[src/rtl/touch_sample_qualifier_unit_assert.svh]
// Assertion macros for the touch sample qualifier.
// Each expects clk_i and rst_ni in the scope where it is used.
`ifndef TOUCH_SAMPLE_QUALIFIER_UNIT_ASSERT_SVH
`define TOUCH_SAMPLE_QUALIFIER_UNIT_ASSERT_SVH

`ifndef NO_ASSERTIONS

// Same-cycle implication.
`define TSQ_ASSERT_IMP(name, ante, cons, msg) \
  name: assert property (@(posedge clk_i) disable iff (!rst_ni) (ante) |-> (cons)) \
    else $error(msg);

// Next-cycle implication.
`define TSQ_ASSERT_NXT(name, ante, cons, msg) \
  name: assert property (@(posedge clk_i) disable iff (!rst_ni) (ante) |=> (cons)) \
    else $error(msg);

`else

`define TSQ_ASSERT_IMP(name, ante, cons, msg)
`define TSQ_ASSERT_NXT(name, ante, cons, msg)

`endif

`endif

[src/rtl/tsq_pkg.sv]
`default_nettype none

package tsq_pkg;

  // Field widths
  localparam int unsigned SampleW  = 12;
  localparam int unsigned PosW     = 13;
  localparam int unsigned RadiusW  = 6;
  localparam int unsigned OffsetW  = 10;
  localparam int unsigned CfgIdxW  = 3;
  localparam int unsigned CfgDataW = 12;

  localparam int unsigned SamplesPerPointDef = 3;

  // Register reset values
  localparam logic                MeasureEnRst   = 1'b1;
  localparam logic [SampleW-1:0]  SpreadLimitRst = 12'd250;
  localparam logic [RadiusW-1:0]  JumpRadiusRst  = 6'd20;
  localparam logic [OffsetW-1:0]  EdgeOffsetRst  = 10'd250;

  // Flip base for y and grace count
  localparam logic [PosW-1:0] FlipBase     = 13'd4096;
  localparam logic [1:0]      GraceReports = 2'd2;

  // Input item kinds
  localparam logic KindSample    = 1'b0;
  localparam logic KindPenDetect = 1'b1;

  typedef enum logic [CfgIdxW-1:0] {
    REG_MEASURE_EN  = 3'd0,
    REG_SPREAD_X    = 3'd1,
    REG_SPREAD_Y    = 3'd2,
    REG_JUMP_RADIUS = 3'd3,
    REG_EDGE_OFFSET = 3'd4
  } cfg_reg_e;

  typedef enum logic [1:0] {
    EV_POINT = 2'd0,
    EV_LIFT  = 2'd1,
    EV_START = 2'd2
  } event_e;

  typedef struct packed {
    logic               measure_en;
    logic [SampleW-1:0] spread_x;
    logic [SampleW-1:0] spread_y;
    logic [RadiusW-1:0] radius;
    logic [OffsetW-1:0] offset;
  } cfg_t;

  // Control bits of a finished set or a pen-detect request
  typedef struct packed {
    logic is_pen;
    logic failed;
    logic pen_bit;
  } set_ctl_t;

  // Averaged set on its way to the decision stage
  typedef struct packed {
    logic               is_pen;
    logic               good;
    logic               pen_bit;
    logic [SampleW-1:0] avg_x;
    logic [SampleW-1:0] avg_y;
  } avg_t;

  typedef struct packed {
    logic res_valid;
    logic commit;
    logic pen_down;
  } dec_status_t;

endpackage

`default_nettype wire

[src/rtl/tsq_channels_if.sv]
`default_nettype none

interface tsq_sample_if import tsq_pkg::*; ();
  logic               valid;
  logic               ready;
  logic               kind;
  logic [SampleW-1:0] x_sample;
  logic [SampleW-1:0] y_sample;
  logic               pen_bit;
  logic               read_error;

  modport source (output valid, kind, x_sample, y_sample, pen_bit, read_error,
                  input ready);
  modport sink   (input valid, kind, x_sample, y_sample, pen_bit, read_error,
                  output ready);
endinterface

interface tsq_event_if import tsq_pkg::*; ();
  logic                   valid;
  logic                   ready;
  logic [1:0]             event_res;
  logic signed [PosW-1:0] x_pos;
  logic signed [PosW-1:0] y_pos;
  logic                   touching;

  modport source (output valid, event_res, x_pos, y_pos, touching, input ready);
  modport sink   (input valid, event_res, x_pos, y_pos, touching, output ready);
endinterface

interface tsq_cfg_if import tsq_pkg::*; ();
  logic                valid;
  logic                ready;
  logic [CfgIdxW-1:0]  index;
  logic [CfgDataW-1:0] data;

  modport source (output valid, index, data, input ready);
  modport sink   (input valid, index, data, output ready);
endinterface

`default_nettype wire

[src/rtl/tsq_accum.sv]
`default_nettype none

module tsq_accum import tsq_pkg::*; #(
  parameter int unsigned SamplesPerPoint = SamplesPerPointDef,
  localparam int unsigned SumW = SampleW + $clog2(SamplesPerPoint)
) (
  input  logic               clk_i,
  input  logic               rst_ni,
  input  logic               in_valid_i,
  output logic               in_ready_o,
  input  logic               kind_i,
  input  logic [SampleW-1:0] x_i,
  input  logic [SampleW-1:0] y_i,
  input  logic               pen_i,
  input  logic               err_i,
  input  logic               take_i,
  output logic               set_valid_o,
  output set_ctl_t           set_ctl_o,
  output logic [SumW-1:0]    sum_x_o,
  output logic [SumW-1:0]    sum_y_o,
  output logic [SampleW-1:0] min_x_o,
  output logic [SampleW-1:0] max_x_o,
  output logic [SampleW-1:0] min_y_o,
  output logic [SampleW-1:0] max_y_o
);

  localparam int unsigned CntW = (SamplesPerPoint > 1) ? $clog2(SamplesPerPoint) : 1;
  localparam logic [CntW-1:0] LastCnt = CntW'(SamplesPerPoint - 1);

  logic [CntW-1:0]    cnt_q, cnt_d;
  logic               failed_q, failed_d;
  logic               last_pen_q, last_pen_d;
  logic [SumW-1:0]    sum_x_q, sum_x_d, sum_y_q, sum_y_d;
  logic [SampleW-1:0] min_x_q, min_x_d, max_x_q, max_x_d;
  logic [SampleW-1:0] min_y_q, min_y_d, max_y_q, max_y_d;
  logic               set_valid_q;
  set_ctl_t           set_ctl_q;
  logic [SumW-1:0]    out_sum_x_q, out_sum_y_q;
  logic [SampleW-1:0] out_min_x_q, out_max_x_q, out_min_y_q, out_max_y_q;

  logic accept, is_sample, first, set_done, emit;

  assign in_ready_o = !set_valid_q || take_i;
  assign accept     = in_valid_i && in_ready_o;
  assign is_sample  = (kind_i == KindSample);
  assign first      = (cnt_q == '0);
  assign set_done   = (cnt_q == LastCnt);
  assign emit       = accept && (!is_sample || set_done);

  // Fold the sample into the running set; once failed the values no longer matter
  always_comb begin
    failed_d   = err_i || failed_q;
    last_pen_d = failed_d ? last_pen_q : pen_i;
    cnt_d      = set_done ? '0 : cnt_q + CntW'(1);
    if (first) begin
      sum_x_d = SumW'(x_i);
      sum_y_d = SumW'(y_i);
      min_x_d = x_i;
      max_x_d = x_i;
      min_y_d = y_i;
      max_y_d = y_i;
    end else begin
      sum_x_d = sum_x_q + SumW'(x_i);
      sum_y_d = sum_y_q + SumW'(y_i);
      min_x_d = (x_i < min_x_q) ? x_i : min_x_q;
      max_x_d = (x_i > max_x_q) ? x_i : max_x_q;
      min_y_d = (y_i < min_y_q) ? y_i : min_y_q;
      max_y_d = (y_i > max_y_q) ? y_i : max_y_q;
    end
  end

  // Set control state
  always_ff @(posedge clk_i or negedge rst_ni) begin
    if (!rst_ni) begin
      cnt_q       <= '0;
      failed_q    <= 1'b0;
      last_pen_q  <= 1'b1;
      set_valid_q <= 1'b0;
    end else begin
      if (accept && is_sample) begin
        cnt_q      <= cnt_d;
        failed_q   <= set_done ? 1'b0 : failed_d;
        last_pen_q <= last_pen_d;
      end
      if (emit) begin
        set_valid_q <= 1'b1;
      end else if (take_i) begin
        set_valid_q <= 1'b0;
      end
    end
  end

  // Running values and the finished-set register
  always_ff @(posedge clk_i) begin
    if (accept && is_sample) begin
      sum_x_q <= sum_x_d;
      sum_y_q <= sum_y_d;
      min_x_q <= min_x_d;
      max_x_q <= max_x_d;
      min_y_q <= min_y_d;
      max_y_q <= max_y_d;
    end
    if (emit) begin
      set_ctl_q   <= '{is_pen: !is_sample, failed: failed_d, pen_bit: last_pen_d};
      out_sum_x_q <= sum_x_d;
      out_sum_y_q <= sum_y_d;
      out_min_x_q <= min_x_d;
      out_max_x_q <= max_x_d;
      out_min_y_q <= min_y_d;
      out_max_y_q <= max_y_d;
    end
  end

  assign set_valid_o = set_valid_q;
  assign set_ctl_o   = set_ctl_q;
  assign sum_x_o     = out_sum_x_q;
  assign sum_y_o     = out_sum_y_q;
  assign min_x_o     = out_min_x_q;
  assign max_x_o     = out_max_x_q;
  assign min_y_o     = out_min_y_q;
  assign max_y_o     = out_max_y_q;

endmodule

`default_nettype wire

[src/rtl/tsq_average.sv]
`default_nettype none

module tsq_average import tsq_pkg::*; #(
  parameter int unsigned SamplesPerPoint = SamplesPerPointDef,
  localparam int unsigned SumW = SampleW + $clog2(SamplesPerPoint)
) (
  input  logic               clk_i,
  input  logic               rst_ni,
  input  cfg_t               cfg_i,
  input  logic               set_valid_i,
  output logic               take_o,
  input  set_ctl_t           set_ctl_i,
  input  logic [SumW-1:0]    sum_x_i,
  input  logic [SumW-1:0]    sum_y_i,
  input  logic [SampleW-1:0] min_x_i,
  input  logic [SampleW-1:0] max_x_i,
  input  logic [SampleW-1:0] min_y_i,
  input  logic [SampleW-1:0] max_y_i,
  input  logic               take_i,
  output logic               avg_valid_o,
  output avg_t               avg_o
);

  // Divide by the set size as a multiply by a rounded-up reciprocal; the shift
  // is wide enough that the quotient is exact for every reachable sum
  localparam int unsigned ShiftW = SumW + $clog2(SamplesPerPoint);
  localparam int unsigned MultW  = ShiftW + 1;
  localparam int unsigned ProdW  = SumW + MultW;
  localparam longint unsigned RecipL =
    ((longint'(1) << ShiftW) + SamplesPerPoint - 1) / SamplesPerPoint;
  localparam logic [MultW-1:0] Recip  = MultW'(RecipL);
  localparam logic [SumW-1:0]  MinSum = SumW'(SamplesPerPoint);

  logic [ProdW-1:0]   prod_x, prod_y;
  logic [SampleW-1:0] spread_x, spread_y;
  logic               good;
  logic               avg_valid_q;
  avg_t               avg_q;

  assign prod_x   = ProdW'(sum_x_i) * ProdW'(Recip);
  assign prod_y   = ProdW'(sum_y_i) * ProdW'(Recip);
  assign spread_x = max_x_i - min_x_i;
  assign spread_y = max_y_i - min_y_i;

  // A zero average is the same as a sum below the set size
  assign good = !set_ctl_i.failed
             && (spread_x <= cfg_i.spread_x) && (spread_y <= cfg_i.spread_y)
             && (sum_x_i >= MinSum) && (sum_y_i >= MinSum);

  assign take_o = !avg_valid_q || take_i;

  always_ff @(posedge clk_i or negedge rst_ni) begin
    if (!rst_ni) begin
      avg_valid_q <= 1'b0;
    end else if (take_o) begin
      avg_valid_q <= set_valid_i;
    end
  end

  always_ff @(posedge clk_i) begin
    if (take_o && set_valid_i) begin
      avg_q <= '{is_pen:  set_ctl_i.is_pen,
                 good:    good,
                 pen_bit: set_ctl_i.pen_bit,
                 avg_x:   prod_x[ShiftW +: SampleW],
                 avg_y:   prod_y[ShiftW +: SampleW]};
    end
  end

  assign avg_valid_o = avg_valid_q;
  assign avg_o       = avg_q;

endmodule

`default_nettype wire

[src/rtl/tsq_decide.sv]
`default_nettype none

module tsq_decide import tsq_pkg::*; (
  input  logic                   clk_i,
  input  logic                   rst_ni,
  input  cfg_t                   cfg_i,
  input  logic                   avg_valid_i,
  input  avg_t                   avg_i,
  output logic                   take_o,
  output logic                   out_valid_o,
  input  logic                   out_ready_i,
  output event_e                 event_res_o,
  output logic signed [PosW-1:0] x_pos_o,
  output logic signed [PosW-1:0] y_pos_o,
  output logic                   touching_o,
  output dec_status_t            status_o
);

  logic               pen_down_q, pen_down_d;
  logic               prev_valid_q, prev_valid_d;
  logic [SampleW-1:0] prev_x_q, prev_y_q;
  logic [1:0]         reports_left_q, reports_left_d;
  logic               out_valid_q;
  event_e             event_q, event_d;
  logic [PosW-1:0]    x_pos_q, x_pos_d, y_pos_q, y_pos_d;
  logic               touching_q, touching_d;

  logic [SampleW-1:0]   dx, dy;
  logic [2*RadiusW-1:0] sq_x, sq_y, sq_r;
  logic [2*RadiusW:0]   dist_sq;
  logic                 near, close, keep, accept_pt, res, out_free, commit;

  // Distance to the last point; a move of a full radius step or more on
  // either axis is already out of reach, so only the low bits get squared
  assign dx = (avg_i.avg_x > prev_x_q) ? avg_i.avg_x - prev_x_q : prev_x_q - avg_i.avg_x;
  assign dy = (avg_i.avg_y > prev_y_q) ? avg_i.avg_y - prev_y_q : prev_y_q - avg_i.avg_y;
  assign near    = (dx[SampleW-1:RadiusW] == '0) && (dy[SampleW-1:RadiusW] == '0);
  assign sq_x    = dx[RadiusW-1:0] * dx[RadiusW-1:0];
  assign sq_y    = dy[RadiusW-1:0] * dy[RadiusW-1:0];
  assign sq_r    = cfg_i.radius * cfg_i.radius;
  assign dist_sq = {1'b0, sq_x} + {1'b0, sq_y};
  assign close   = near && (dist_sq < {1'b0, sq_r});

  assign keep      = avg_i.pen_bit || (reports_left_q >= GraceReports);
  assign accept_pt = keep && avg_i.good && (!prev_valid_q || close);

  // Decide the request's outcome and the next pen state
  always_comb begin
    res            = 1'b0;
    event_d        = EV_POINT;
    x_pos_d        = '0;
    y_pos_d        = '0;
    touching_d     = 1'b0;
    pen_down_d     = pen_down_q;
    prev_valid_d   = prev_valid_q;
    reports_left_d = reports_left_q;
    if (avg_i.is_pen) begin
      if (cfg_i.measure_en && !pen_down_q) begin
        res          = 1'b1;
        event_d      = EV_START;
        pen_down_d   = 1'b1;
        prev_valid_d = 1'b0;
      end
    end else if (keep) begin
      if (reports_left_q != 2'd0) begin
        reports_left_d = reports_left_q - 2'd1;
      end
      if (accept_pt) begin
        res          = 1'b1;
        prev_valid_d = 1'b1;
        x_pos_d      = PosW'(avg_i.avg_x) - PosW'(cfg_i.offset);
        y_pos_d      = FlipBase - PosW'(avg_i.avg_y) - PosW'(cfg_i.offset);
        touching_d   = 1'b1;
      end
    end else begin
      reports_left_d = GraceReports;
      if (pen_down_q) begin
        res        = 1'b1;
        event_d    = EV_LIFT;
        pen_down_d = 1'b0;
      end
    end
  end

  // Retire a request unless it needs the output register and that is still full
  assign out_free = !out_valid_q || out_ready_i;
  assign commit   = avg_valid_i && (!res || out_free);
  assign take_o   = commit;

  always_ff @(posedge clk_i or negedge rst_ni) begin
    if (!rst_ni) begin
      pen_down_q     <= 1'b0;
      prev_valid_q   <= 1'b0;
      reports_left_q <= GraceReports;
      out_valid_q    <= 1'b0;
    end else begin
      if (commit) begin
        pen_down_q     <= pen_down_d;
        prev_valid_q   <= prev_valid_d;
        reports_left_q <= reports_left_d;
      end
      if (commit && res) begin
        out_valid_q <= 1'b1;
      end else if (out_ready_i) begin
        out_valid_q <= 1'b0;
      end
    end
  end

  // Last point and the result register
  always_ff @(posedge clk_i) begin
    if (commit && accept_pt && !avg_i.is_pen) begin
      prev_x_q <= avg_i.avg_x;
      prev_y_q <= avg_i.avg_y;
    end
    if (commit && res) begin
      event_q    <= event_d;
      x_pos_q    <= x_pos_d;
      y_pos_q    <= y_pos_d;
      touching_q <= touching_d;
    end
  end

  assign out_valid_o = out_valid_q;
  assign event_res_o = event_q;
  assign x_pos_o     = x_pos_q;
  assign y_pos_o     = y_pos_q;
  assign touching_o  = touching_q;
  assign status_o    = '{res_valid: avg_valid_i && res, commit: commit, pen_down: pen_down_q};

endmodule

`default_nettype wire

[src/rtl/touch_sample_qualifier_unit.sv]
// Channel    Dir   Handshake      Payload
// sample_ch  in    valid/ready    kind, x_sample, y_sample, pen_bit, read_error
// event_ch   out   valid/ready    event_res, x_pos, y_pos, touching
// cfg_ch     in    valid/ready    index, data (ready always high)
//
// One request per cycle is taken unless the set register is full and not taken; the
// request that causes a result passes the set register, average register and result register.
// The average stage multiplies by a constant reciprocal; the decision stage
// holds the pen state, the last point and the grace count.
// Reset clears all control state; no clearing pass is needed.
// A stalled output holds only requests that need the result register;
// others still retire, so the input keeps flowing.
`default_nettype none
`include "touch_sample_qualifier_unit_assert.svh"

module touch_sample_qualifier_unit import tsq_pkg::*; #(
  parameter int unsigned SamplesPerPoint = SamplesPerPointDef
) (
  input  logic        clk_i,
  input  logic        rst_ni,
  tsq_sample_if.sink  sample_ch,
  tsq_event_if.source event_ch,
  tsq_cfg_if.sink     cfg_ch
);

  localparam int unsigned SumW = SampleW + $clog2(SamplesPerPoint);

  cfg_t               cfg_q;
  logic               set_valid, avg_take, avg_valid, dec_take;
  set_ctl_t           set_ctl;
  logic [SumW-1:0]    sum_x, sum_y;
  logic [SampleW-1:0] min_x, max_x, min_y, max_y;
  avg_t               avg;
  event_e             event_res;
  dec_status_t        dec_status;

  // Configuration registers
  assign cfg_ch.ready = 1'b1;

  always_ff @(posedge clk_i or negedge rst_ni) begin
    if (!rst_ni) begin
      cfg_q <= '{measure_en: MeasureEnRst, spread_x: SpreadLimitRst,
                 spread_y: SpreadLimitRst, radius: JumpRadiusRst,
                 offset: EdgeOffsetRst};
    end else if (cfg_ch.valid) begin
      case (cfg_ch.index)
        REG_MEASURE_EN:  cfg_q.measure_en <= cfg_ch.data[0];
        REG_SPREAD_X:    cfg_q.spread_x   <= cfg_ch.data[SampleW-1:0];
        REG_SPREAD_Y:    cfg_q.spread_y   <= cfg_ch.data[SampleW-1:0];
        REG_JUMP_RADIUS: cfg_q.radius     <= cfg_ch.data[RadiusW-1:0];
        REG_EDGE_OFFSET: cfg_q.offset     <= cfg_ch.data[OffsetW-1:0];
        default: ;
      endcase
    end
  end

  tsq_accum #(.SamplesPerPoint(SamplesPerPoint)) u_accum (
    .clk_i       (clk_i),
    .rst_ni      (rst_ni),
    .in_valid_i  (sample_ch.valid),
    .in_ready_o  (sample_ch.ready),
    .kind_i      (sample_ch.kind),
    .x_i         (sample_ch.x_sample),
    .y_i         (sample_ch.y_sample),
    .pen_i       (sample_ch.pen_bit),
    .err_i       (sample_ch.read_error),
    .take_i      (avg_take),
    .set_valid_o (set_valid),
    .set_ctl_o   (set_ctl),
    .sum_x_o     (sum_x),
    .sum_y_o     (sum_y),
    .min_x_o     (min_x),
    .max_x_o     (max_x),
    .min_y_o     (min_y),
    .max_y_o     (max_y)
  );

  tsq_average #(.SamplesPerPoint(SamplesPerPoint)) u_average (
    .clk_i       (clk_i),
    .rst_ni      (rst_ni),
    .cfg_i       (cfg_q),
    .set_valid_i (set_valid),
    .take_o      (avg_take),
    .set_ctl_i   (set_ctl),
    .sum_x_i     (sum_x),
    .sum_y_i     (sum_y),
    .min_x_i     (min_x),
    .max_x_i     (max_x),
    .min_y_i     (min_y),
    .max_y_i     (max_y),
    .take_i      (dec_take),
    .avg_valid_o (avg_valid),
    .avg_o       (avg)
  );

  tsq_decide u_decide (
    .clk_i       (clk_i),
    .rst_ni      (rst_ni),
    .cfg_i       (cfg_q),
    .avg_valid_i (avg_valid),
    .avg_i       (avg),
    .take_o      (dec_take),
    .out_valid_o (event_ch.valid),
    .out_ready_i (event_ch.ready),
    .event_res_o (event_res),
    .x_pos_o     (event_ch.x_pos),
    .y_pos_o     (event_ch.y_pos),
    .touching_o  (event_ch.touching),
    .status_o    (dec_status)
  );

  assign event_ch.event_res = event_res;

  // Checks
  `TSQ_ASSERT_NXT(a_stalled_result_held,
    dec_status.res_valid && event_ch.valid && !event_ch.ready,
    avg_valid && !dec_status.commit || avg_valid,
    "result request lost while output stalled")
  `TSQ_ASSERT_IMP(a_pen_down_reports_start, $rose(dec_status.pen_down),
    event_ch.valid && (event_ch.event_res == EV_START),
    "pen went down without a measuring-started result")
  `TSQ_ASSERT_IMP(a_touching_only_on_point, event_ch.valid,
    event_ch.touching == (event_ch.event_res == EV_POINT),
    "touching flag does not match the result kind")

endmodule

`default_nettype wire

[src/flat_wrapper.sv]
// flat-port wrapper written by rule: the top's interface ports become plain ports
module touch_sample_qualifier_unit_flat import tsq_pkg::*;
#(
  parameter int unsigned SamplesPerPoint = SamplesPerPointDef
)
  (clk_i, rst_ni, sample_ch_valid, sample_ch_kind, sample_ch_x_sample, sample_ch_y_sample, sample_ch_pen_bit, sample_ch_read_error, sample_ch_ready, event_ch_valid, event_ch_event_res, event_ch_x_pos, event_ch_y_pos, event_ch_touching, event_ch_ready, cfg_ch_valid, cfg_ch_index, cfg_ch_data, cfg_ch_ready);
  tsq_sample_if sample_ch_i ();
  tsq_event_if event_ch_i ();
  tsq_cfg_if cfg_ch_i ();
  input  logic clk_i;
  input  logic rst_ni;
  input wire logic [$bits(sample_ch_i.valid)-1:0] sample_ch_valid;
  input wire logic [$bits(sample_ch_i.kind)-1:0] sample_ch_kind;
  input wire logic [$bits(sample_ch_i.x_sample)-1:0] sample_ch_x_sample;
  input wire logic [$bits(sample_ch_i.y_sample)-1:0] sample_ch_y_sample;
  input wire logic [$bits(sample_ch_i.pen_bit)-1:0] sample_ch_pen_bit;
  input wire logic [$bits(sample_ch_i.read_error)-1:0] sample_ch_read_error;
  output wire logic [$bits(sample_ch_i.ready)-1:0] sample_ch_ready;
  output wire logic [$bits(event_ch_i.valid)-1:0] event_ch_valid;
  output wire logic [$bits(event_ch_i.event_res)-1:0] event_ch_event_res;
  output wire logic [$bits(event_ch_i.x_pos)-1:0] event_ch_x_pos;
  output wire logic [$bits(event_ch_i.y_pos)-1:0] event_ch_y_pos;
  output wire logic [$bits(event_ch_i.touching)-1:0] event_ch_touching;
  input wire logic [$bits(event_ch_i.ready)-1:0] event_ch_ready;
  input wire logic [$bits(cfg_ch_i.valid)-1:0] cfg_ch_valid;
  input wire logic [$bits(cfg_ch_i.index)-1:0] cfg_ch_index;
  input wire logic [$bits(cfg_ch_i.data)-1:0] cfg_ch_data;
  output wire logic [$bits(cfg_ch_i.ready)-1:0] cfg_ch_ready;
  assign sample_ch_i.valid = sample_ch_valid;
  assign sample_ch_i.kind = sample_ch_kind;
  assign sample_ch_i.x_sample = sample_ch_x_sample;
  assign sample_ch_i.y_sample = sample_ch_y_sample;
  assign sample_ch_i.pen_bit = sample_ch_pen_bit;
  assign sample_ch_i.read_error = sample_ch_read_error;
  assign sample_ch_ready = sample_ch_i.ready;
  assign event_ch_valid = event_ch_i.valid;
  assign event_ch_event_res = event_ch_i.event_res;
  assign event_ch_x_pos = event_ch_i.x_pos;
  assign event_ch_y_pos = event_ch_i.y_pos;
  assign event_ch_touching = event_ch_i.touching;
  assign event_ch_i.ready = event_ch_ready;
  assign cfg_ch_i.valid = cfg_ch_valid;
  assign cfg_ch_i.index = cfg_ch_index;
  assign cfg_ch_i.data = cfg_ch_data;
  assign cfg_ch_ready = cfg_ch_i.ready;
  touch_sample_qualifier_unit #(.SamplesPerPoint(SamplesPerPoint)) u_core (.clk_i(clk_i), .rst_ni(rst_ni), .sample_ch(sample_ch_i), .event_ch(event_ch_i), .cfg_ch(cfg_ch_i));
endmodule
[config.mk]
export PLATFORM = sky130hd
export DESIGN_NAME = touch_sample_qualifier_unit_flat
export DESIGN_NICKNAME = d
export VERILOG_FILES = /design/src/rtl/tsq_pkg.sv /design/src/rtl/tsq_channels_if.sv /design/src/rtl/tsq_accum.sv /design/src/rtl/tsq_average.sv /design/src/rtl/tsq_decide.sv /design/src/rtl/touch_sample_qualifier_unit.sv /design/src/flat_wrapper.sv
export VERILOG_INCLUDE_DIRS = /design/src /design/src/rtl
export SDC_FILE = /design/constraint.sdc
export NUM_CORES = 1
export LEC_CHECK = 0
export ABC_AREA = 1
export BUFFER_PORTS_ARGS = -buffer_cell sky130_fd_sc_hd__buf_2
export CAP_MARGIN = 20
export CORE_UTILIZATION = 40
export CTS_CLUSTER_DIAMETER = 50
export DETAILED_ROUTE_END_ITERATION = 10
export PLACE_DENSITY = 0.55
export SLEW_MARGIN = 15
export SYNTH_ARGS = -nofsm -noshare
export SYNTH_HDL_FRONTEND = slang
export SYNTH_SLANG_ARGS = --single-unit
export TNS_END_PERCENT = 5
[constraint.sdc]
create_clock -name clk_i -period 10.2 [get_ports clk_i]
set_clock_uncertainty 0.1 [all_clocks]
set_input_delay 3.06 -clock clk_i [delete_from_list [all_inputs] [get_ports clk_i]]
set_output_delay 3.06 -clock clk_i [all_outputs]
set_load 0.02 [all_outputs]
# Word-level counts from Yosys, hierarchy flattened
# Index checks and enable logic that the tools add are counted.
dict set report totals {
  inputBits 47
  elab_cells 172
  ff_bits 287
  out_inout_bits 32
}
dict set report op_classes {
  order_cmp 12
  eq_ne 8
  add_sub_neg 14
  n_reduce_logical 52
  bitwise 4
  muxes 37
  multipliers 5
}
# operator n
set ops {}
lappend ops {{$mux W12} 10}
lappend ops {{$sub A12 B12 Y12} 6}
lappend ops {{$mul A14 B14 Y27 const B} 2}
lappend ops {{$gt A12 B12 Y1} 4}
lappend ops {{$mul A6 B6 Y12} 3}
lappend ops {{$add A14 B12 Y14} 2}
lappend ops {{$ge A14 B2 Y1 const B} 2}
lappend ops {{$mux W14} 2}
lappend ops {{$le A12 B12 Y1} 2}
lappend ops {{$lt A12 B12 Y1} 2}
lappend ops {{$mux W1} 20}
lappend ops {{$logic_and A1 B1 Y1} 17}
lappend ops {{$add A12 B12 Y13} 1}
lappend ops {{$lt A13 B12 Y1} 1}
lappend ops {{$sub A12 B10 Y13} 1}
lappend ops {{$sub A13 B10 Y13} 1}
lappend ops {{$sub A13 B12 Y13 const A} 1}
lappend ops {{$logic_not A6 Y1} 2}
lappend ops {{$mux W2} 5}
lappend ops {{$reduce_and A2 Y1} 5}
lappend ops {{$reduce_bool A2 Y1} 5}
lappend ops {{$logic_not A1 Y1} 8}
lappend ops {{$logic_or A1 B1 Y1} 8}
lappend ops {{$eq A3 B2 Y1 const B} 2}
lappend ops {{15 further kinds} 20}

# Longest topological paths before layout
dict set report logic_depth {
  word_depth 19
  ltp_mapped 48
  depth_no_buf 47
}

# Modules after synthesis
# A second synthesis with hierarchy kept.
dict set report hier_totals {
  hier_cells 3692
  area_unflattened_um2 29527.1
}
# module cells_per_inst seq_area_each_um2 area_per_inst_um2 n_inst
set modules_own_cells {}
lappend modules_own_cells {tsq_average 1391 835.8 10408.7 1}
lappend modules_own_cells {tsq_accum 898 4780.8 8818.5 1}
lappend modules_own_cells {tsq_decide 1209 1717.9 8602.0 1}
lappend modules_own_cells {touch_sample_qualifier_unit 194 1052.3 1697.9 1}

# Least setup slack after synthesis
# No wires, ideal clock.
dict set report synth_timing {
  path_kind {reg2reg}
  startpoint {reg u_core.u_average.avg_q (netlist bit u_core.u_average.avg_o[0])}
  endpoint {reg u_core.u_accum.out_max_x_q[0], in the netlist u_core.u_accum.max_x_o[0] (enable)}
  synth_period_minus_slack_ns 11.218
  stages_incl_launch_ff 43
  setup_time_ns 0.517
  slack_ns -1.018
  path_buffers 1
  arrival_ns 10.601
  required_time_ns 9.583
  path_cell_list {edfxtp_1 inv_1 ha_1 inv_1 fa_1 nand3_1 nand3_1 nand3_1 nand3_2 nand2_2 buf_6 mux2i_1 xor2_1 nor2_1 inv_1 fa_1 fa_1 inv_1 (+7 left out) nand2_1 a21oi_1 o21ai_0 nand2_1 nand2_1 a21oi_1 xnor2_1 ha_1 nand4_1 nor2_1 nor2_1 nand3_1 nand2_1 nand2_2 nand3_2 nand4_4 nand2_1 nor2_1}
}
dict set report synth_via {
  elab_chain_len 18
  elab_cells_between_ends 22
  classes_between {3 x add/sub; 1 x mul; 2 x order compare; 4 x mux; 12 x reduce/logical}
}
# item line_no
set synth_rtl {}
lappend synth_rtl {{from (decl)} tsq_average.sv:38} ;# avg_t avg_q;
lappend synth_rtl {{from (signal assigned)} tsq_average.sv:62} ;# avg_q <= '{is_pen: set_ctl_i.is_pen,
lappend synth_rtl {{$sub A12 B12 Y12 or $gt A12 B12 Y1 (tied branches)} tsq_decide.sv:36} ;# assign dy = (avg_i.avg_y > prev_y_q) ? avg_i.avg_y - prev_y_q : prev_y_q - avg_i.avg_y;
lappend synth_rtl {{$mux W12 *} tsq_decide.sv:36}
lappend synth_rtl {{$mul A6 B6 Y12} tsq_decide.sv:39} ;# assign sq_y = dy[RadiusW-1:0] * dy[RadiusW-1:0];
lappend synth_rtl {{$add A12 B12 Y13} tsq_decide.sv:41} ;# assign dist_sq = {1'b0, sq_x} + {1'b0, sq_y};
lappend synth_rtl {{$lt A13 B12 Y1} tsq_decide.sv:42} ;# assign close = near && (dist_sq < {1'b0, sq_r});
lappend synth_rtl {{$logic_and A1 B1 Y1 *} tsq_decide.sv:42}
lappend synth_rtl {{$logic_or A1 B1 Y1 *} tsq_decide.sv:45} ;# assign accept_pt = keep && avg_i.good && (!prev_valid_q || close);
lappend synth_rtl {{$logic_and A1 B1 Y1 *} tsq_decide.sv:45}
lappend synth_rtl {{(+4 left out)} n/a}
lappend synth_rtl {{$logic_or A1 B1 Y1 *} tsq_decide.sv:87} ;# assign commit = avg_valid_i && (!res || out_free);
lappend synth_rtl {{$logic_and A1 B1 Y1 *} tsq_decide.sv:87}
lappend synth_rtl {{$logic_or A1 B1 Y1 *} tsq_average.sv:50} ;# assign take_o = !avg_valid_q || take_i;
lappend synth_rtl {{$logic_or A1 B1 Y1 *} tsq_accum.sv:43} ;# assign in_ready_o = !set_valid_q || take_i;
lappend synth_rtl {{via sample_ch_ready} flat_wrapper.sv:18} ;# output wire logic [$bits(sample_ch_i.ready)-1:0] sample_ch_ready;
lappend synth_rtl {{$logic_and A1 B1 Y1 *} tsq_accum.sv:44} ;# assign accept = in_valid_i && in_ready_o;
lappend synth_rtl {{$logic_and A1 B1 Y1 *} tsq_accum.sv:48} ;# assign emit = accept && (!is_sample || set_done);
lappend synth_rtl {{via u_core.u_accum.emit} tsq_accum.sv:41} ;# logic accept, is_sample, first, set_done, emit;
lappend synth_rtl {{to (signal assigned)} tsq_accum.sv:108} ;# out_max_x_q <= max_x_d;
lappend synth_rtl {{to (decl)} tsq_accum.sv:39} ;# logic [SampleW-1:0] out_min_x_q, out_max_x_q, out_min_y_q, out_max_y_q;
# The timed path passes the listed nets; every way through them passes the cells marked *.
# A chain may end at the register's enable or synchronous reset.

# Worst setup path after layout
dict set report layout_timing {
  startpoint {reg u_core.u_average.avg_q (netlist bit u_core.u_average.avg_o[12])}
  endpoint {out sample_ch_ready}
}
dict set report layout_via {
  elab_chain_len 16
  elab_cells_between_ends 20
  classes_between {3 x add/sub; 1 x mul; 2 x order compare; 4 x mux; 10 x reduce/logical}
}
# item line_no
set layout_rtl {}
lappend layout_rtl {{$sub A12 B12 Y12 or $gt A12 B12 Y1 (tied branches)} tsq_decide.sv:35} ;# assign dx = (avg_i.avg_x > prev_x_q) ? avg_i.avg_x - prev_x_q : prev_x_q - avg_i.avg_x;
lappend layout_rtl {{$mux W12 *} tsq_decide.sv:35}
lappend layout_rtl {{$mul A6 B6 Y12} tsq_decide.sv:38} ;# assign sq_x = dx[RadiusW-1:0] * dx[RadiusW-1:0];
lappend layout_rtl {{$add A12 B12 Y13} tsq_decide.sv:41}
lappend layout_rtl {{$lt A13 B12 Y1} tsq_decide.sv:42}
lappend layout_rtl {{$logic_and A1 B1 Y1 *} tsq_decide.sv:42}
lappend layout_rtl {{$logic_or A1 B1 Y1 *} tsq_decide.sv:45}
lappend layout_rtl {{$logic_and A1 B1 Y1 *} tsq_decide.sv:45}
lappend layout_rtl {{$mux W1 *} tsq_decide.sv:68} ;# if (accept_pt) begin
lappend layout_rtl {{$mux W1 *} tsq_decide.sv:64} ;# end else if (keep) begin
lappend layout_rtl {{$mux W1 *} tsq_decide.sv:57} ;# if (avg_i.is_pen) begin
lappend layout_rtl {{$logic_not A1 Y1 *} tsq_decide.sv:87}
lappend layout_rtl {{$logic_or A1 B1 Y1 *} tsq_decide.sv:87}
lappend layout_rtl {{$logic_and A1 B1 Y1 *} tsq_decide.sv:87}
lappend layout_rtl {{$logic_or A1 B1 Y1 *} tsq_average.sv:50}
lappend layout_rtl {{$logic_or A1 B1 Y1 *} tsq_accum.sv:43}
lappend layout_rtl {{to (decl)} flat_wrapper.sv:18}
# Every way passes the cells marked *; elsewhere a longest branch is shown, timed or not.

==> impl_metrics.csv <==
group,metric,value,unit
clocking,clkSlewWorstSetupHoldPaths,60,ps
timing,final.min_clock_period,10840,ps
job,cap_viol_max_count,0,
synth,mean_post_synth_cell_area,8.87,um2
grt,globalRoute.totalOverflow,0,
place,port-buffer-count,77,
clocking,cts_sinks,287,
setup_path,worstRegToRegCells,41,
outcome,violated_checks,"negative setup slack",
route,first_pass_iters,6,
outcome,status,"finished with violations",
timing,total_count_of_max_transition_violations_in_the_final_report,0,
synth,synth_edf_count,235,
setup_path,cp_slowest_stage_delay,550,ps
clocking,htree_num_levels,2,
place,pre_cts_ws,-453,ps
route,totalWireLength,62400,um
synth,synth_area_in_xor_xnor,3.48,%
setup_path,critical_path_peak_fanout,5,
final_layout,layout.filler_cells,6308,
floorplanning,initial_utilization,40.5,%
grt,grt_max_degree,53,
final_layout,final_cell_mix,"685 x sky130_fd_sc_hd__inv_1, 559 x sky130_fd_sc_hd__nand2_1, 417 x sky130_fd_sc_hd__ha_1, 235 x sky130_fd_sc_hd__edfxtp_1, 170 x sky130_fd_sc_hd__o21ai_0",
final_layout,antennaDiodeCount,0,
setup_path,required_time_at_the_endpoint_of_the_critical_path,7040,ps
setup_path,cpMostUsedCell,"sky130_fd_sc_hd__nand3_2",
grt,grt_pass1_wl,101000,um
route,drt-vias-per-instance,4.81,
grt,grtUsageTotal,18.7,%
setup_path,cp-end-kind,"output port",
setup_path,crit_path_top_delay_cell,"sky130_fd_sc_hd__fa_1",
synth,synth_adder_area_share,32.2,%
clocking,cts-buffers-inserted,45,
clocking,clock_latency_late_sink,580,ps
place,gp_routability_congestion,0.922,
floorplanning,die_x,260,um
synth,yosys-mux-area-fraction,0.202,%
final_layout,most_common_cell_after_layout_fill_and_taps_aside,"sky130_fd_sc_hd__inv_1",
route,detailroute.via_count,20064,
floorplanning,coreArea,65900,um2
final_layout,nets,3903,
setup_path,setup.worst_path.start_class,"flip-flop",
floorplanning,top_level_ports,79,
timing,maxSlewHeadroom,47.2,%
route,detail_route.iter0.violations,826,
grt,grt_antenna_before_repair,2,
clocking,cts.root.buffer_cell,"sky130_fd_sc_hd__clkbuf_16",
synth,synthFlopType,"sky130_fd_sc_hd__edfxtp_1",
timing,hold_viol_final,0,
floorplanning,placementRows,94,
timing,clock.fmax,92.3,MHz
synth,synth_area,26700,um2
clocking,cts_tree,"built",
synth,synth-warning-count,0,
setup_path,criticalPathCategory,"reg2out",
synth,synth_cell_types,50,
grt,grt_pass1_vias,20249,
synth,synth_top_cell_by_area,"sky130_fd_sc_hd__edfxtp_1",
timing,tightestPinTransition,789,ps
clocking,max-clock-path-buffers,3,
timing,hold_slack,336,ps
synth,syn_nets,3642,
timing,setup_viol,1,
final_layout,area_growth,17.0,%
synth,dominant_combinational_cell_family_by_area_after_synthesis,"adder cells",
timing,timing.final.crit_share,106,%
place,dp.final_hpwl,51600,um
timing,worst_slack,-640,ps
route,routed_wire_length_per_instance,15.0,um
setup_path,endpoint_arrival_time_on_the_critical_path,7680,ps
synth,post_synth_and_or_nand_nor_area_fraction,13.9,%
synth,compound_gate_fraction_of_synth_area,8.36,%
synth,ys_seq_elements,287,
hold_path,timing.hold.worst_path_depth,0,
floorplanning,die_height,260,um
synth,ys_seq_area_share,31.4,%
final_layout,drive_gt1_share,13.4,%
floorplanning,fp.dieArea,67700,um2
synth,syn-instance-count,3008,
timing,fin_setup_tns,-640,ps
synth,synthDominantCellAreaShare,26.5,%
timing,rsz0062_at_grt,"true",
route,antenna_violating_nets_post_route,0,
route,drc_errors,0,
hold_path,hp-class,"reg2reg",
synth,synthTopCellsByArea,"sky130_fd_sc_hd__edfxtp_1 26%, sky130_fd_sc_hd__ha_1 20%, sky130_fd_sc_hd__fa_1 12%",
synth,synthArstFlopShare,18.1,%
[stage by stage]
| step | std cells | area [um2] | util [%] |
|---|---|---|---|
| 2_1_floorplan | 3008 | 26700 | - |
| 3_3_place_gp | 4068 | 29200 | 44.3 |
| 3_5_place_dp | 4068 | 29200 | 44.3 |
| 4_1_cts | 4156 | 30900 | 46.9 |
| 5_1_grt | 4168 | 31200 | 47.4 |
| 6_report | 4168 | 31200 | 47.4 |
[synthesized netlist by cell type, types with 29 or more instances]
master / count
sky130_fd_sc_hd__xor2_1: 65
sky130_fd_sc_hd__inv_1: 698
sky130_fd_sc_hd__nor2_1: 133
sky130_fd_sc_hd__nand4_1: 35
sky130_fd_sc_hd__ha_1: 422
sky130_fd_sc_hd__o21ai_0: 171
sky130_fd_sc_hd__xnor2_1: 39
sky130_fd_sc_hd__edfxtp_1: 235
sky130_fd_sc_hd__fa_1: 165
sky130_fd_sc_hd__a21oi_1: 167
sky130_fd_sc_hd__nand2_1: 562
sky130_fd_sc_hd__dfrtp_1: 29
sky130_fd_sc_hd__nand3_1: 103
[path summary, 6_finish.rpt]
| kind | startpoint | to | slack (ps) |
|---|---|---|---|
| setup / recovery | u_core.u_average.avg_o[12] | sample_ch_ready | -640 |
| hold / removal | u_core.u_accum.set_ctl_o[2] | u_core.u_average.avg_o[26] | 340 |
| setup reg to reg | u_core.u_average.avg_o[12] | u_core.u_accum.sum_x_o[12] | 1610 |
| min in group asynchronous | rst_ni | u_core.u_decide.out_valid_o | 2490 |
| max in group asynchronous | rst_ni | u_core.cfg_q[24] | 7050 |
| hold reg to reg | u_core.u_accum.set_ctl_o[2] | u_core.u_average.avg_o[26] | 340 |
[worst max-delay path, delay by kind of cell (launching register included)]
kind	cells	cell delay (ps)
compound gates	3	390
simple gates	18	1590
flops	1	410
buf+inv	7	540
mux	1	260
fa+ha+maj	9	3580
xor+xnor	2	320
[routing by layer]
layer | global-route usage [%] | wire, um | vias to the layer above
met4 | 5.93 | 1750 | 4
li1 | - | - | 10217
met5 | 0 | 24 | -
met1 | 23.6 | 28200 | 9431
met2 | 32.7 | 30100 | 315
met3 | 2.73 | 2260 | 97
[repair_timing]
item | in CTS | in global routing
hold buffers | 0 | 0
pin swaps | 16 | 40
buffers inserted | 6 | 12
hold endpoints to repair | 0 | 0
resized for setup | 20 | 58
endpoints found under the setup margin | 1 | 1
[flip-flops by register name, indices dropped and copies added (netlist names), 2 cells and up]
register	flops
u_core.u_accum.sum_y_o	14
u_core.u_accum.max_y_o	12
u_core.u_decide.x_pos_o	13
u_core.u_accum.set_ctl_o	3
u_core.u_accum.max_y_q	12
u_core.u_accum.min_y_o	12
u_core.u_decide.prev_y_q	12
u_core.u_accum.max_x_q	12
u_core.u_accum.min_x_q	12
u_core.u_decide.reports_left_q	2
u_core.u_decide.y_pos_o	13
u_core.u_accum.min_x_o	12
u_core.u_average.avg_o	27
u_core.u_accum.cnt_q	2
u_core.u_accum.max_x_o	12
u_core.u_accum.sum_y_q	14
u_core.u_decide.prev_x_q	12
u_core.u_accum.sum_x_q	14
u_core.cfg_q	41
u_core.u_accum.min_y_q	12
u_core.u_accum.sum_x_o	14
u_core.u_decide.event_res_o	2
[area by class of cell]
type	count	area, um2	share of cell area [%]
flip-flops and latches	287	8390	26.9
repair buffers	246	1690	5.41
multi-input cells	1988	15800	50.7
clock inverters	29	340	1.09
well taps	864	1080	3.47
inverters	701	2630	8.43
clock buffers	53	1240	3.98
[kinds of logic (layout without fill, tap and decap cells)]
family | after synthesis | in the layout
xor+xnor | 105 | 105
fa+ha+maj | 587 | 587
buf+inv | 733 | 1029
mux | 5 | 5
compound gates | 409 | 409
simple gates | 881 | 881
other cells | 1 | 1
flops | 287 | 287
Power is left out: the tool's default activity adds up to more than one toggle a clock period on the data nets, which glitch-free logic cannot reach.
